File: src/rtl/edb_ram.sv
`timescale 1ns / 1ps

module edb_ram #(
  parameter int unsigned WIDTH = 8,
  parameter int unsigned DEPTH = 16
) (
  input  logic                     clk_i,
  input  logic                     we_i,
  input  logic [$clog2(DEPTH)-1:0] waddr_i,
  input  logic [WIDTH-1:0]         wdata_i,
  input  logic [$clog2(DEPTH)-1:0] raddr_i,
  output logic [WIDTH-1:0]         rdata_o
);

  logic [WIDTH-1:0] mem_q [DEPTH];
  logic [WIDTH-1:0] rdata_q;

  // read-first: a read of the address being written returns the old word
  always_ff @(posedge clk_i) begin
    if (we_i) begin
      mem_q[waddr_i] <= wdata_i;
    end
    rdata_q <= mem_q[raddr_i];
  end

  assign rdata_o = rdata_q;

endmodule

File: config.mk
export PLATFORM = sky130hd
export DESIGN_NAME = edb_ram
export DESIGN_NICKNAME = d
export VERILOG_FILES = /design/src/rtl/edb_ram.sv
export SDC_FILE = /design/constraint.sdc
export NUM_CORES = 1
export LEC_CHECK = 0
export BUFFER_PORTS_ARGS = -buffer_cell sky130_fd_sc_hd__buf_2
export CORE_ASPECT_RATIO = 0.8
export CORE_MARGIN = 1
export CORE_UTILIZATION = 59
export CTS_BUF_LIST = sky130_fd_sc_hd__clkbuf_4
export DETAILED_ROUTE_END_ITERATION = 12
export PLACE_DENSITY_LB_ADDON = 0.12
export RECOVER_POWER = 25
export SLEW_MARGIN = 10
export SYNTH_ARGS = -nofsm -noshare
export SYNTH_HDL_FRONTEND = slang
export SYNTH_SLANG_ARGS = --single-unit
File: constraint.sdc
create_clock -name clk_i -period 2.5 [get_ports clk_i]
set_clock_uncertainty 0.2 [all_clocks]
set_input_delay 0.375 -clock clk_i [delete_from_list [all_inputs] [get_ports clk_i]]
set_output_delay 0.375 -clock clk_i [all_outputs]
set_load 0.05 [all_outputs]
==> flow_summary.yaml <==
floorplan:
  die_x_um: 106
  core_area_um2: 8480
  num_io_pins: 26
  floorplan.die_area_um2: 9100
  rows: 30
  initial_utilization: 0.607
  dieHeight_um: 85.5
setup_path:
  cp_top_family: "flip-flops"
  critPathSlowestCell: "dfxtp_1"
  critical_path_arrival_ps: 1150
  worstPathMaxFanout: 1
  worst_path_largest_cell_delay_ps: 380
  startpoint_to_endpoint_class_of_the_critical_path: "flop to primary output"
  start_kind: "flop"
  timing.critical_path.required_ps: 1920
  crit_path_cell_trace: "buf_2"
  critical_path.endpoint_type: "primary output"
  cp_num_buf_inv: 1
cells_and_area:
  drive_above_1_share: 0.302
  area_growth_pct: 13.5
  design.final.nets: 300
  layout.core_utilization: 0.689
  antenna_cells_inserted: 0
drt:
  drtAntennaViolNets: 0
  post_drt_via_cell_ratio: 5.92
  route.detailed.wl_per_inst_um: 22.1
  vias: 2410
  drt_pre_antenna_iters: 4
  drt_iter0_drc: 193
  drt_wl_total_mm: 8.98
  remaining_drc_errors: 0
logic_synthesis:
  synth_instances: 229
  combinational_family_with_the_most_area_after_synthesis: "multiplexers"
  netlist_top_cells_count: "edfxtp_1, mux4_2, a22oi_1"
  synth_top_flop_cell: "edfxtp_1"
  synth_simple_gate_area_share: 0.0318
  yosysTopAreaCellShare: 0.747
  synth_xor_xnor_area_share: 0
  synth_compound_area_frac: 0.0233
  yosys-mux-area-fraction: 0.150
  yosys.area.top_type: "edfxtp_1"
  netlist_area_um2: 5150
  synth_edf_count: 128
  postSynthNetCount: 247
  top_count_cell_post_synth: "edfxtp_1"
  synthAdderAreaFrac: 0
  ys_warn_count: 0
  postSynthRegisterBits: 136
  yosys-top-cells-area: "edfxtp_1, mux4_2, mux4_1, dfxtp_1, a22oi_1"
  avgSynthCellArea_um2: 22.5
  async_set_reset_flop_share_out_of_synthesis: 0
  synth.yosys.seq_area_share: 0.778
  count_of_cell_types_in_the_netlist: 19
placed_design:
  dp.final_hpwl_mm: 5.77
  port-buffer-count: 25
  place_congestion: 0.720
clock_network:
  cts_max_path_buffers: 2
  cts_inserted_buffers: 17
  postCtsResizedCells: 0
  root_buf_cell: "clkbuf_4"
  tritoncts_num_sinks: 136
  clock_insertion_delay_at_the_later_pin_of_the_skew_report_ps: 490
  cts-htree-levels: 4
  clock_pin_slew_worst_setup_and_hold_paths_ps: 120
  tritoncts: "yes"
sta:
  period_minus_slack_ps: 1720
  final-max-slew-violation-count: 0
  fin_setup_tns_ps: 0
  timing.slew.headroom: 0.559
  tightest_slew_ps: 662
  rsz0062_at_grt: "false"
  clock.fmax_mhz: 580
  finalHoldViolCount: 0
  timing.final.setup_violations: 0
  layout_worst_path_cycle_share: 0.689
global_route:
  grtUsageTotal: 0.226
  antenna_found_initial: 0
  grt_max_degree: 33
  grt_pass1_vias: 2434
  grt-ovfl-total: 0
  grt_pass1_wl_mm: 14.1
outcome:
  run_status: "finished, final reports clean"
worst_hold_path:
  worstHoldPathType: "input port to flop"
pwr:
  power.density_nw_per_um2: 774
  ir_worst_vdd_mv: 0.454
  leakagePower_uw: 0.00198
job:
  count_of_max_cap_constraint_violations: 0
## flip-flops by register name, indices dropped and copies added, names as in the netlist
signal,count
mem_q,128
rdata_o,8
## logic make-up after synthesis
group	after synthesis
simple gates	35
mux	32
flops	136
buf+inv	10
compound gates	16
## worst paths after layout
check / from / endpoint / slack (ps) / depth (start not counted)
worst max-delay path: rdata_o[5]$_DFF_P_ / rdata_o[5] / 780 / 1
worst min-delay path: wdata_i[0] / mem_q[4][0]$_DFFE_PP_ / 70 / 1
worst max register to register: mem_q[11][6]$_DFFE_PP_ / rdata_o[6]$_DFF_P_ / 930 / 3
worst min register to register: mem_q[15][1]$_DFFE_PP_ / rdata_o[1]$_DFF_P_ / 490 / 3
## metal layers
layer	vias to the layer above	part of all wire	track usage
li1	1088	-	-
met1	1251	0.47	0.344
met5	-	0	0
met4	0	0.0065	0.0598
met2	64	0.47	0.324
met3	7	0.052	0.0707
## cells in the final DEF, fill, tap and decap left out, types with 2 or more instances in the layout
cell type,netlist,routed
nand3b_1,2,2
clkbuf_1,0,5
buf_2,3,20
edfxtp_1,128,128
nand2_1,9,9
mux4_1,14,14
inv_6,0,2
mux4_2,18,18
nand2b_1,2,2
clkinv_2,0,3
buf_4,1,16
nor3_1,4,4
buf_12,0,2
clkbuf_4,0,17
a22oi_1,16,16
bufinv_16,0,5
nor2_1,13,13
dfxtp_1,8,8
clkinv_4,0,4
## stage by stage
| stage | setup slack, ps | total power (uW) | instances | hold WS [ps] | area, um^2 |
|---|---|---|---|---|---|
| 5_1_grt | 695 | 4670 | 407 | 16.7 | 5840 |
| 3_3_place_gp | 504 | 2890 | 374 | 457 | 5490 |
| 2_1_floorplan | 432 | 2790 | 229 | 274 | 5150 |
| 3_5_place_dp | 501 | 2900 | 374 | 470 | 5490 |
| 6_report | 777 | 4520 | 407 | 67.7 | 5840 |
| 4_1_cts | 743 | 4560 | 406 | 14.7 | 5840 |
## where the power goes
part | internal [uW] | switching, uW
clock network | 902 | 777
registers | 2540 | 16.0
logic | 101 | 179
## timing repair
action | in CTS | in global routing
hold endpoints to repair | 0 | 4
setup buffers | 0 | 0
hold buffers | 0 | 1
setup endpoints to repair | 0 | 0
## layout make-up
class                      instances  area, um^2
clock buffer                      17         128
clock inverter                    15         225
fill                             547        2640
multi-input combinational         83        1060
sequential                       136        4000
tap                              112         140
timing repair buffer              44         289
Note: power is estimated with default switching activity, not from simulation.
